[config.mk]
export PLATFORM = sky130hd
export DESIGN_NAME = json_string_escaper
export DESIGN_NICKNAME = d
export VERILOG_FILES = /design/src/hdl/jse_pkg.sv /design/src/hdl/jse_front.sv /design/src/hdl/jse_queue.sv /design/src/hdl/jse_back.sv /design/src/hdl/json_string_escaper.sv
export SDC_FILE = /design/constraint.sdc
export NUM_CORES = 1
export LEC_CHECK = 0
export BUFFER_PORTS_ARGS = -buffer_cell sky130_fd_sc_hd__buf_2
export CAP_MARGIN = 15
export CORE_AREA = 2 2 107 187
export DETAILED_ROUTE_END_ITERATION = 7
export DIE_AREA = 0 0 109 189
export HOLD_SLACK_MARGIN = 0.15
export PLACE_DENSITY_LB_ADDON = 0.05
export SLEW_MARGIN = 20
export SYNTH_ARGS = -nofsm -noshare
export SYNTH_HDL_FRONTEND = slang
export SYNTH_HIERARCHICAL = 1
export SYNTH_SLANG_ARGS = --single-unit
export TNS_END_PERCENT = 30
[constraint.sdc]
create_clock -name clk -period 6.25 [get_ports clk]
set_input_delay 0.3125 -clock clk [delete_from_list [all_inputs] [get_ports clk]]
set_output_delay 0.3125 -clock clk [all_outputs]
set_load 0.01 [all_outputs]
[src/hdl/jse_pkg.sv]
// Shared types, codes and helpers for the JSON string escaper.
`default_nettype none
package jse_pkg;

  localparam int unsigned QDEPTH = 4;
  localparam int unsigned QPTR_W = $clog2(QDEPTH);
  localparam int unsigned QCNT_W = $clog2(QDEPTH + 1);

  localparam logic [1:0] ACT_START = 2'd0;
  localparam logic [1:0] ACT_DATA  = 2'd1;
  localparam logic [1:0] ACT_END   = 2'd2;

  localparam logic [1:0] ERR_NONE    = 2'd0;
  localparam logic [1:0] ERR_INVALID = 2'd1;
  localparam logic [1:0] ERR_RANGE   = 2'd2;

  localparam logic [7:0] CH_QUOTE  = 8'h22;
  localparam logic [7:0] CH_BSLASH = 8'h5c;
  localparam logic [7:0] CH_U      = 8'h75;
  localparam logic [7:0] CH_NUL    = 8'h00;

  localparam logic [20:0] CP_MAX     = 21'h10ffff;
  localparam logic [20:0] CP_SUPP    = 21'h010000;
  localparam logic [5:0]  SURR_HI_TAG = 6'b110110;
  localparam logic [5:0]  SURR_LO_TAG = 6'b110111;

  typedef enum logic [1:0] {
    MODE_IDLE,
    MODE_STRING,
    MODE_ERROR
  } jse_mode_t;

  typedef enum logic [2:0] {
    CMD_CHAR,
    CMD_ESC2,
    CMD_U1,
    CMD_U2,
    CMD_ERR
  } jse_kind_t;

  typedef struct packed {
    logic [1:0] action;
    logic [7:0] byte_value;
  } jse_in_t;

  typedef struct packed {
    logic [7:0] out_char;
    logic       last_of_run;
    logic [1:0] error_code;
  } jse_out_t;

  // One command per input item that produces output.
  typedef struct packed {
    jse_kind_t   kind;
    logic [7:0]  ch;
    logic [1:0]  err;
    logic [15:0] w0;
    logic [15:0] w1;
  } jse_cmd_t;

  function automatic logic [7:0] hex_char(input logic [3:0] nib);
    logic [7:0] c;
    if (nib < 4'd10) begin
      c = 8'h30 + {4'd0, nib};
    end else begin
      c = 8'h57 + {4'd0, nib};
    end
    return c;
  endfunction

  function automatic logic [3:0] cmd_len(input jse_kind_t kind);
    logic [3:0] n;
    case (kind)
      CMD_CHAR: n = 4'd1;
      CMD_ESC2: n = 4'd2;
      CMD_U1:   n = 4'd6;
      CMD_U2:   n = 4'd12;
      CMD_ERR:  n = 4'd1;
      default:  n = 4'd1;
    endcase
    return n;
  endfunction

endpackage
`default_nettype wire

[src/hdl/jse_front.sv]
// Front end: accepts items, tracks string and UTF-8 decode state, issues commands.
`default_nettype none
module jse_front import jse_pkg::*; (
  input  wire logic    clk,
  input  wire logic    rst_n,
  input  wire logic    accept,
  input  wire jse_in_t in_data,
  output logic         push,
  output jse_cmd_t     push_cmd
);

  jse_mode_t   mode_r, mode_nxt;
  logic [1:0]  pend_r, pend_nxt;
  logic [20:0] acc_r, acc_nxt;
  logic [20:0] acc_shift;
  logic [20:0] supp;
  logic [7:0]  b;

  assign b         = in_data.byte_value;
  assign acc_shift = {acc_r[14:0], b[5:0]};
  assign supp      = acc_shift - CP_SUPP;

  always_ff @(posedge clk) begin
    if (!rst_n) begin
      mode_r <= MODE_IDLE;
      pend_r <= 2'd0;
      acc_r  <= 21'd0;
    end else begin
      mode_r <= mode_nxt;
      pend_r <= pend_nxt;
      acc_r  <= acc_nxt;
    end
  end

  always_comb begin
    mode_nxt = mode_r;
    pend_nxt = pend_r;
    acc_nxt  = acc_r;
    push     = 1'b0;
    push_cmd = '{kind: CMD_CHAR, ch: CH_QUOTE, err: ERR_NONE, w0: 16'd0, w1: 16'd0};
    if (accept) begin
      case (in_data.action)
        ACT_START: begin
          mode_nxt = MODE_STRING;
          pend_nxt = 2'd0;
          acc_nxt  = 21'd0;
          push     = 1'b1;
        end
        ACT_END: begin
          if (mode_r == MODE_STRING) begin
            push = 1'b1;
            if (pend_r != 2'd0) begin
              push_cmd.kind = CMD_ERR;
              push_cmd.err  = ERR_INVALID;
              mode_nxt      = MODE_ERROR;
              pend_nxt      = 2'd0;
              acc_nxt       = 21'd0;
            end else begin
              mode_nxt = MODE_IDLE;
            end
          end
        end
        ACT_DATA: begin
          if (mode_r == MODE_STRING) begin
            if (pend_r == 2'd0) begin
              if (!b[7]) begin
                push        = 1'b1;
                push_cmd.ch = b;
                case (b)
                  CH_QUOTE, CH_BSLASH: push_cmd.kind = CMD_ESC2;
                  8'd8:  begin push_cmd.kind = CMD_ESC2; push_cmd.ch = 8'h62; end
                  8'd12: begin push_cmd.kind = CMD_ESC2; push_cmd.ch = 8'h66; end
                  8'd10: begin push_cmd.kind = CMD_ESC2; push_cmd.ch = 8'h6e; end
                  8'd13: begin push_cmd.kind = CMD_ESC2; push_cmd.ch = 8'h72; end
                  8'd9:  begin push_cmd.kind = CMD_ESC2; push_cmd.ch = 8'h74; end
                  default: begin
                    if (b < 8'd32 || b == 8'd127) begin
                      push_cmd.kind = CMD_U1;
                      push_cmd.w0   = {8'd0, b};
                    end else begin
                      push_cmd.kind = CMD_CHAR;
                    end
                  end
                endcase
              end else if (b[7:6] == 2'b10) begin
                push          = 1'b1;
                push_cmd.kind = CMD_ERR;
                push_cmd.err  = ERR_INVALID;
                mode_nxt      = MODE_ERROR;
                pend_nxt      = 2'd0;
                acc_nxt       = 21'd0;
              end else if (b[5:4] == 2'b11) begin
                pend_nxt = 2'd3;
                acc_nxt  = {18'd0, b[2:0]};
              end else if (b[5]) begin
                pend_nxt = 2'd2;
                acc_nxt  = {17'd0, b[3:0]};
              end else begin
                pend_nxt = 2'd1;
                acc_nxt  = {16'd0, b[4:0]};
              end
            end else if (b[7:6] != 2'b10) begin
              push          = 1'b1;
              push_cmd.kind = CMD_ERR;
              push_cmd.err  = ERR_INVALID;
              mode_nxt      = MODE_ERROR;
              pend_nxt      = 2'd0;
              acc_nxt       = 21'd0;
            end else if (pend_r != 2'd1) begin
              pend_nxt = pend_r - 2'd1;
              acc_nxt  = acc_shift;
            end else begin
              pend_nxt = 2'd0;
              acc_nxt  = 21'd0;
              push     = 1'b1;
              if (acc_shift > CP_MAX) begin
                push_cmd.kind = CMD_ERR;
                push_cmd.err  = ERR_RANGE;
                mode_nxt      = MODE_ERROR;
              end else if (acc_shift[20:16] == 5'd0) begin
                push_cmd.kind = CMD_U1;
                push_cmd.w0   = acc_shift[15:0];
              end else begin
                push_cmd.kind = CMD_U2;
                push_cmd.w0   = {SURR_HI_TAG, supp[19:10]};
                push_cmd.w1   = {SURR_LO_TAG, supp[9:0]};
              end
            end
          end
        end
        default: ;
      endcase
    end
  end

endmodule
`default_nettype wire

[src/hdl/jse_queue.sv]
// Short command queue between front end and output serializer.
`default_nettype none
module jse_queue import jse_pkg::*; (
  input  wire logic     clk,
  input  wire logic     rst_n,
  input  wire logic     push,
  input  wire jse_cmd_t push_cmd,
  input  wire logic     pop,
  output logic          full,
  output logic          head_valid,
  output jse_cmd_t      head_cmd
);

  jse_cmd_t            mem_r [QDEPTH];
  logic [QPTR_W-1:0]   wr_r, wr_nxt, rd_r, rd_nxt;
  logic [QCNT_W-1:0]   cnt_r, cnt_nxt;
  logic                do_pop;

  assign full       = (cnt_r == QCNT_W'(QDEPTH));
  assign head_valid = (cnt_r != '0);
  assign head_cmd   = mem_r[rd_r];
  assign do_pop     = pop && head_valid;

  always_comb begin
    wr_nxt  = push ? wr_r + 1'b1 : wr_r;
    rd_nxt  = do_pop ? rd_r + 1'b1 : rd_r;
    cnt_nxt = cnt_r + QCNT_W'(push) - QCNT_W'(do_pop);
  end

  always_ff @(posedge clk) begin
    if (!rst_n) begin
      wr_r  <= '0;
      rd_r  <= '0;
      cnt_r <= '0;
    end else begin
      wr_r  <= wr_nxt;
      rd_r  <= rd_nxt;
      cnt_r <= cnt_nxt;
    end
  end

  always_ff @(posedge clk) begin
    if (push) begin
      mem_r[wr_r] <= push_cmd;
    end
  end

  assert property (@(posedge clk) disable iff (!rst_n) !(push && full))
    else $error("queue overflow");
  assert property (@(posedge clk) disable iff (!rst_n) cnt_r <= QCNT_W'(QDEPTH))
    else $error("queue count out of range");
  assert property (@(posedge clk) disable iff (!rst_n)
                   (push && !do_pop) |=> cnt_r == $past(cnt_r) + 1'b1)
    else $error("queue count did not advance on push");

endmodule
`default_nettype wire

[src/hdl/jse_back.sv]
// Output serializer: expands queued commands into characters.
`default_nettype none
module jse_back import jse_pkg::*; (
  input  wire logic     clk,
  input  wire logic     rst_n,
  input  wire logic     head_valid,
  input  wire jse_cmd_t head_cmd,
  output logic          pop,
  output logic          out_valid,
  input  wire logic     out_ready,
  output jse_out_t      out_data
);

  logic [3:0]  idx_r, idx_nxt;
  logic        out_valid_r, out_valid_nxt;
  jse_out_t    out_data_r, out_data_nxt;
  logic        adv, load, last;
  logic        hi_half;
  logic [2:0]  sub;
  logic [15:0] word;
  logic [3:0]  nib;
  logic [7:0]  ch;

  assign adv     = !out_valid_r || out_ready;
  assign load    = adv && head_valid;
  assign last    = (idx_r == cmd_len(head_cmd.kind) - 4'd1);
  assign pop     = load && last;
  assign hi_half = (idx_r >= 4'd6);
  assign sub     = hi_half ? 3'(idx_r - 4'd6) : idx_r[2:0];
  assign word    = hi_half ? head_cmd.w1 : head_cmd.w0;

  always_comb begin
    case (sub)
      3'd2:    nib = word[15:12];
      3'd3:    nib = word[11:8];
      3'd4:    nib = word[7:4];
      default: nib = word[3:0];
    endcase
  end

  always_comb begin
    case (head_cmd.kind)
      CMD_CHAR: ch = head_cmd.ch;
      CMD_ESC2: ch = (idx_r == 4'd0) ? CH_BSLASH : head_cmd.ch;
      CMD_U1, CMD_U2: begin
        if (sub == 3'd0) begin
          ch = CH_BSLASH;
        end else if (sub == 3'd1) begin
          ch = CH_U;
        end else begin
          ch = hex_char(nib);
        end
      end
      CMD_ERR: ch = CH_NUL;
      default: ch = CH_NUL;
    endcase
  end

  always_comb begin
    idx_nxt       = idx_r;
    out_valid_nxt = out_valid_r;
    out_data_nxt  = out_data_r;
    if (load) begin
      out_valid_nxt            = 1'b1;
      out_data_nxt.out_char    = ch;
      out_data_nxt.last_of_run = last;
      out_data_nxt.error_code  = (head_cmd.kind == CMD_ERR) ? head_cmd.err : ERR_NONE;
      idx_nxt                  = last ? 4'd0 : idx_r + 4'd1;
    end else if (adv) begin
      out_valid_nxt = 1'b0;
    end
  end

  always_ff @(posedge clk) begin
    if (!rst_n) begin
      idx_r       <= 4'd0;
      out_valid_r <= 1'b0;
    end else begin
      idx_r       <= idx_nxt;
      out_valid_r <= out_valid_nxt;
    end
  end

  always_ff @(posedge clk) begin
    out_data_r <= out_data_nxt;
  end

  assign out_valid = out_valid_r;
  assign out_data  = out_data_r;

  assert property (@(posedge clk) disable iff (!rst_n)
                   head_valid |-> idx_r < cmd_len(head_cmd.kind))
    else $error("serializer index past command length");
  assert property (@(posedge clk) disable iff (!rst_n)
                   (out_valid_r && out_data_r.error_code != ERR_NONE) |->
                   (out_data_r.last_of_run && out_data_r.out_char == CH_NUL))
    else $error("error request not a lone null character");
  assert property (@(posedge clk) disable iff (!rst_n)
                   (load && !last) |=> idx_r == $past(idx_r) + 4'd1)
    else $error("serializer index did not advance");

endmodule
`default_nettype wire

[src/hdl/json_string_escaper.sv]
// JSON string escaper: UTF-8 byte stream in, escaped ASCII characters out.
// Input channel in_valid/in_ready/in_data carries start, data byte and end
// requests; output channel out_valid/out_ready/out_data carries one character
// per transfer, with last_of_run marking the final one caused by an input item.
// An input item is taken when in_valid and in_ready are both high; with the
// queue empty its command is registered in the queue and its first character
// then in the output register. A plain ASCII byte gives one character, so such
// streams run at one item per cycle while out_ready stays high. Escapes give 2,
// \uXXXX 6 and a surrogate pair 12 characters, which the serializer emits
// one per cycle while out_ready is high; the front end stalls only when the
// four-entry queue is full. Lead bytes and ignored items produce no output.
// Reset (rst_n low, synchronous) empties the queue, clears the output
// valid flag and returns the decoder to idle outside any string.
// When out_ready is low the output character holds; the queue fills and
// in_ready drops once four commands are waiting.
`default_nettype none
module json_string_escaper import jse_pkg::*; (
  input  wire logic    clk,
  input  wire logic    rst_n,
  input  wire logic    in_valid,
  output logic         in_ready,
  input  wire jse_in_t in_data,
  output logic         out_valid,
  input  wire logic    out_ready,
  output jse_out_t     out_data
);

  logic     accept;
  logic     push, pop, full, head_valid;
  jse_cmd_t push_cmd, head_cmd;

  assign in_ready = !full;
  assign accept   = in_valid && in_ready;

  jse_front u_front (
    .clk      (clk),
    .rst_n    (rst_n),
    .accept   (accept),
    .in_data  (in_data),
    .push     (push),
    .push_cmd (push_cmd)
  );

  jse_queue u_queue (
    .clk        (clk),
    .rst_n      (rst_n),
    .push       (push),
    .push_cmd   (push_cmd),
    .pop        (pop),
    .full       (full),
    .head_valid (head_valid),
    .head_cmd   (head_cmd)
  );

  jse_back u_back (
    .clk        (clk),
    .rst_n      (rst_n),
    .head_valid (head_valid),
    .head_cmd   (head_cmd),
    .pop        (pop),
    .out_valid  (out_valid),
    .out_ready  (out_ready),
    .out_data   (out_data)
  );

endmodule
`default_nettype wire

==> metrics <==
adder-cell area share of the yosys netlist 0.0225; gpl congestion 0.927; total wire length 21.5 mm; async set or reset register ratio after synthesis 0; Via density 6.14; largest family of logic cells by synthesized area multiplexers; Skew-Pair Late Insertion Delay 0.51 ns; H-tree levels 1; HPWL after DPL 14.2 mm; post-synthesis compound-gate area fraction 0.0917; Num CTS Buffers 22; switching pwr 754 µW; Filler Cell Count 1467; post-synthesis xor/xnor area fraction 0.00809; Die Area 0.0206 mm²; die width 109 µm; cell taking the most area after synthesis edfxtp_1; Setup CP Type register to register; PortBufs 26; GRT overflow 0; diode count 0; vias in the first global route 6313; RSZ-0062 raised after global routing no; Clock Power Share 0.399; fin. max-slew vios 0; # DRC 0; Seq/Total Area, Yosys 0.617; initial antenna violation count 0; Mapped Area 0.0104 mm²; Total GRT Usage 0.220; internal power contribution 2.62 mW; Cells after Synth 716; total negative slack 0 ns; row cnt 67; drt first pass iters 7; Least-Margin Pin Slew 1.10 ns; first-pass GRT wire length 34.5 mm; Netlist cell types 79; run status complete, no violations; sequential power share 0.506; ys flop type edfxtp_1; type of origin of the critical path register; Critical Path RT 6.64 ns; Area contributors post-synth edfxtp_1 55%, mux4_2 8.9%, dfxtp_1 6.4%; Tmin final 3.86 ns; Period Utilization, post-route 0.618; DIE HEIGHT 189 µm; number of routed nets with antenna violations 0; Max VDD drop 212 µV; CTS Root Buffer Type clkbuf_16; # nets final 762; hold crit path type primary input to register; Post-Synth Simple-Gate Area 0.104; CTS clk-pin slew, worst paths 0.06 ns; Post-CTS Resized 0; Synth Register Bits 224; proportion of layout cells with a drive suffix above 1 0.185; Fmax achieved 259 MHz; pin count of the biggest net entering global routing 46; P&R area growth vs syn 9.29%; Ys Warns 6; P_leak 3.80 nW; total power 3.37 mW; endpoints failing setup 0; crit end category register; CP arrival 4.25 ns; Core Area 0.0190 mm²; CTS tree built; PD cells 298 mW/mm²; I/O pin count 27; Comb power frac 0.096; initial core utilization 0.544; Syn Area/Cell 14.5 µm²; number of setup buffers added after CTS 0; Worst slew margin 0.256; EDFF count, synth 191; Final Hold Vio Count 0; post-synth top area share 0.554; Sw Share 0.224; top-count cell post-synth edfxtp_1; Post-synth top cells 191 x edfxtp_1, 44 x nor2_1, 41 x mux4_2; max-cap violations 0; Final Skew 0.0247 ns; drt first-iter violations 381; drt wl/cell 21.7 µm; clk sinks 224; CTS max path bufs 3; worst-path maximum fanout 45; DR vias 6058; mux share of post-synthesis cell area 0.116
==> placed cells by master (no fill, tap or decap), drive strengths merged, types with 6 or more instances in the layout <==
master	count
clkinv	9
nand3	20
mux4	46
nand2	37
nor2	46
o32ai	11
nand2b	8
a21boi	12
and2	28
mux2i	10
a221oi	6
nor2b	8
and3	13
clkbuf	27
buf	34
o21a	10
dfxtp	33
inv	31
o21ai	28
a21oi	19
edfxtp	191
nand4	9
ha	17
==> path summary, 6_finish.rpt <==
check                    start                 to  slack [ns]  depth (start not counted)
max reg2reg           register   u_queue/cnt_r[2]        2.39                         14
min                 in_data[3]   u_front/acc_r[3]        0.18                          3
max                   register   u_queue/cnt_r[2]        2.39                         14
min reg2reg  u_front/pend_r[1]  u_front/pend_r[1]        0.47                          2
==> stage by stage <==
| stage | setup slack (ns) | instance area [µm²] | util | hold slack (ns) | std cells |
|---|---|---|---|---|---|
| floorplan | 2.92 | 10400 | - | 0.434 | 717 |
| global placement | 2.51 | 10600 | 0.555 | 0.456 | 946 |
| detailed placement | 2.39 | 10600 | 0.555 | 0.469 | 946 |
| CTS | 2.37 | 11300 | 0.595 | 0.157 | 987 |
| global route | 2.09 | 11300 | 0.595 | 0.195 | 987 |
| finish | 2.39 | 11300 | 0.595 | 0.179 | 987 |
==> what timing repair did <==
item	CTS	global route
hold buffers	1	0
hold endpoints to repair	1	0
setup endpoints to repair	0	0
==> kinds of logic after synthesis <==
kind of cell	Yosys count
compound gates	130
xor+xnor	8
fa+ha+maj	18
buf+inv	77
flops	224
mux	60
other cells	1
simple gates	198
==> power by group through the flow <==
stage          Combinational (mW)  Clock, mW  Sequential [mW]
5_1_grt                     0.355       1.43             1.71
4_1_cts                     0.323       1.37             1.70
3_5_place_dp                0.320          0             1.74
3_3_place_gp                0.314          0             1.73
2_1_floorplan               0.237          0             1.73
6_report                    0.322       1.34             1.70
==> state kept, by name (all words and copies together) (netlist names), named ones only <==
register and flops:
u_queue/mem_r 180, u_front/acc_r 15, u_back/out_data 11, u_back/idx_r 4, u_queue/cnt_r 3, u_front/mode_r 2
u_front/pend_r 2, u_queue/rd_r 2, u_queue/wr_r 2, u_back/out_valid 1
==> area by class of cell <==
cell class              instances  area [µm²]  area share
clock inverters                13         176      0.0156
clock buffers                  27         569      0.0503
multi-input cells             416        3560       0.314
well taps                     241         302      0.0266
inverters                      31         116      0.0103
flip-flops and latches        224        6400       0.565
repair buffers                 35         200      0.0177
==> routing by layer <==
metal | vias up | GRT usage | part of all wire
met4 | 0 | 0.0656 | 0.027
met3 | 45 | 0.0234 | 0.040
li1 | 2804 | - | -
met1 | 3041 | 0.277 | 0.40
met5 | - | 0 | 0
met2 | 168 | 0.396 | 0.54
==> critical path: stages, from the launching register on <==
cell     delay, ns
dfxtp_2       0.31
buf_4         0.52
mux4_1        0.56
inv_1         0.18
nand2_1       0.10
o41ai_1       0.27
o211a_1       0.24
and2_1        0.18
o31a_1        0.25
ha_1          0.15
inv_1         0.04
ha_1          0.19
fa_1          0.40
xnor3_1       0.18
and2_1        0.17
Note: power is estimated with default switching activity, not from simulation.
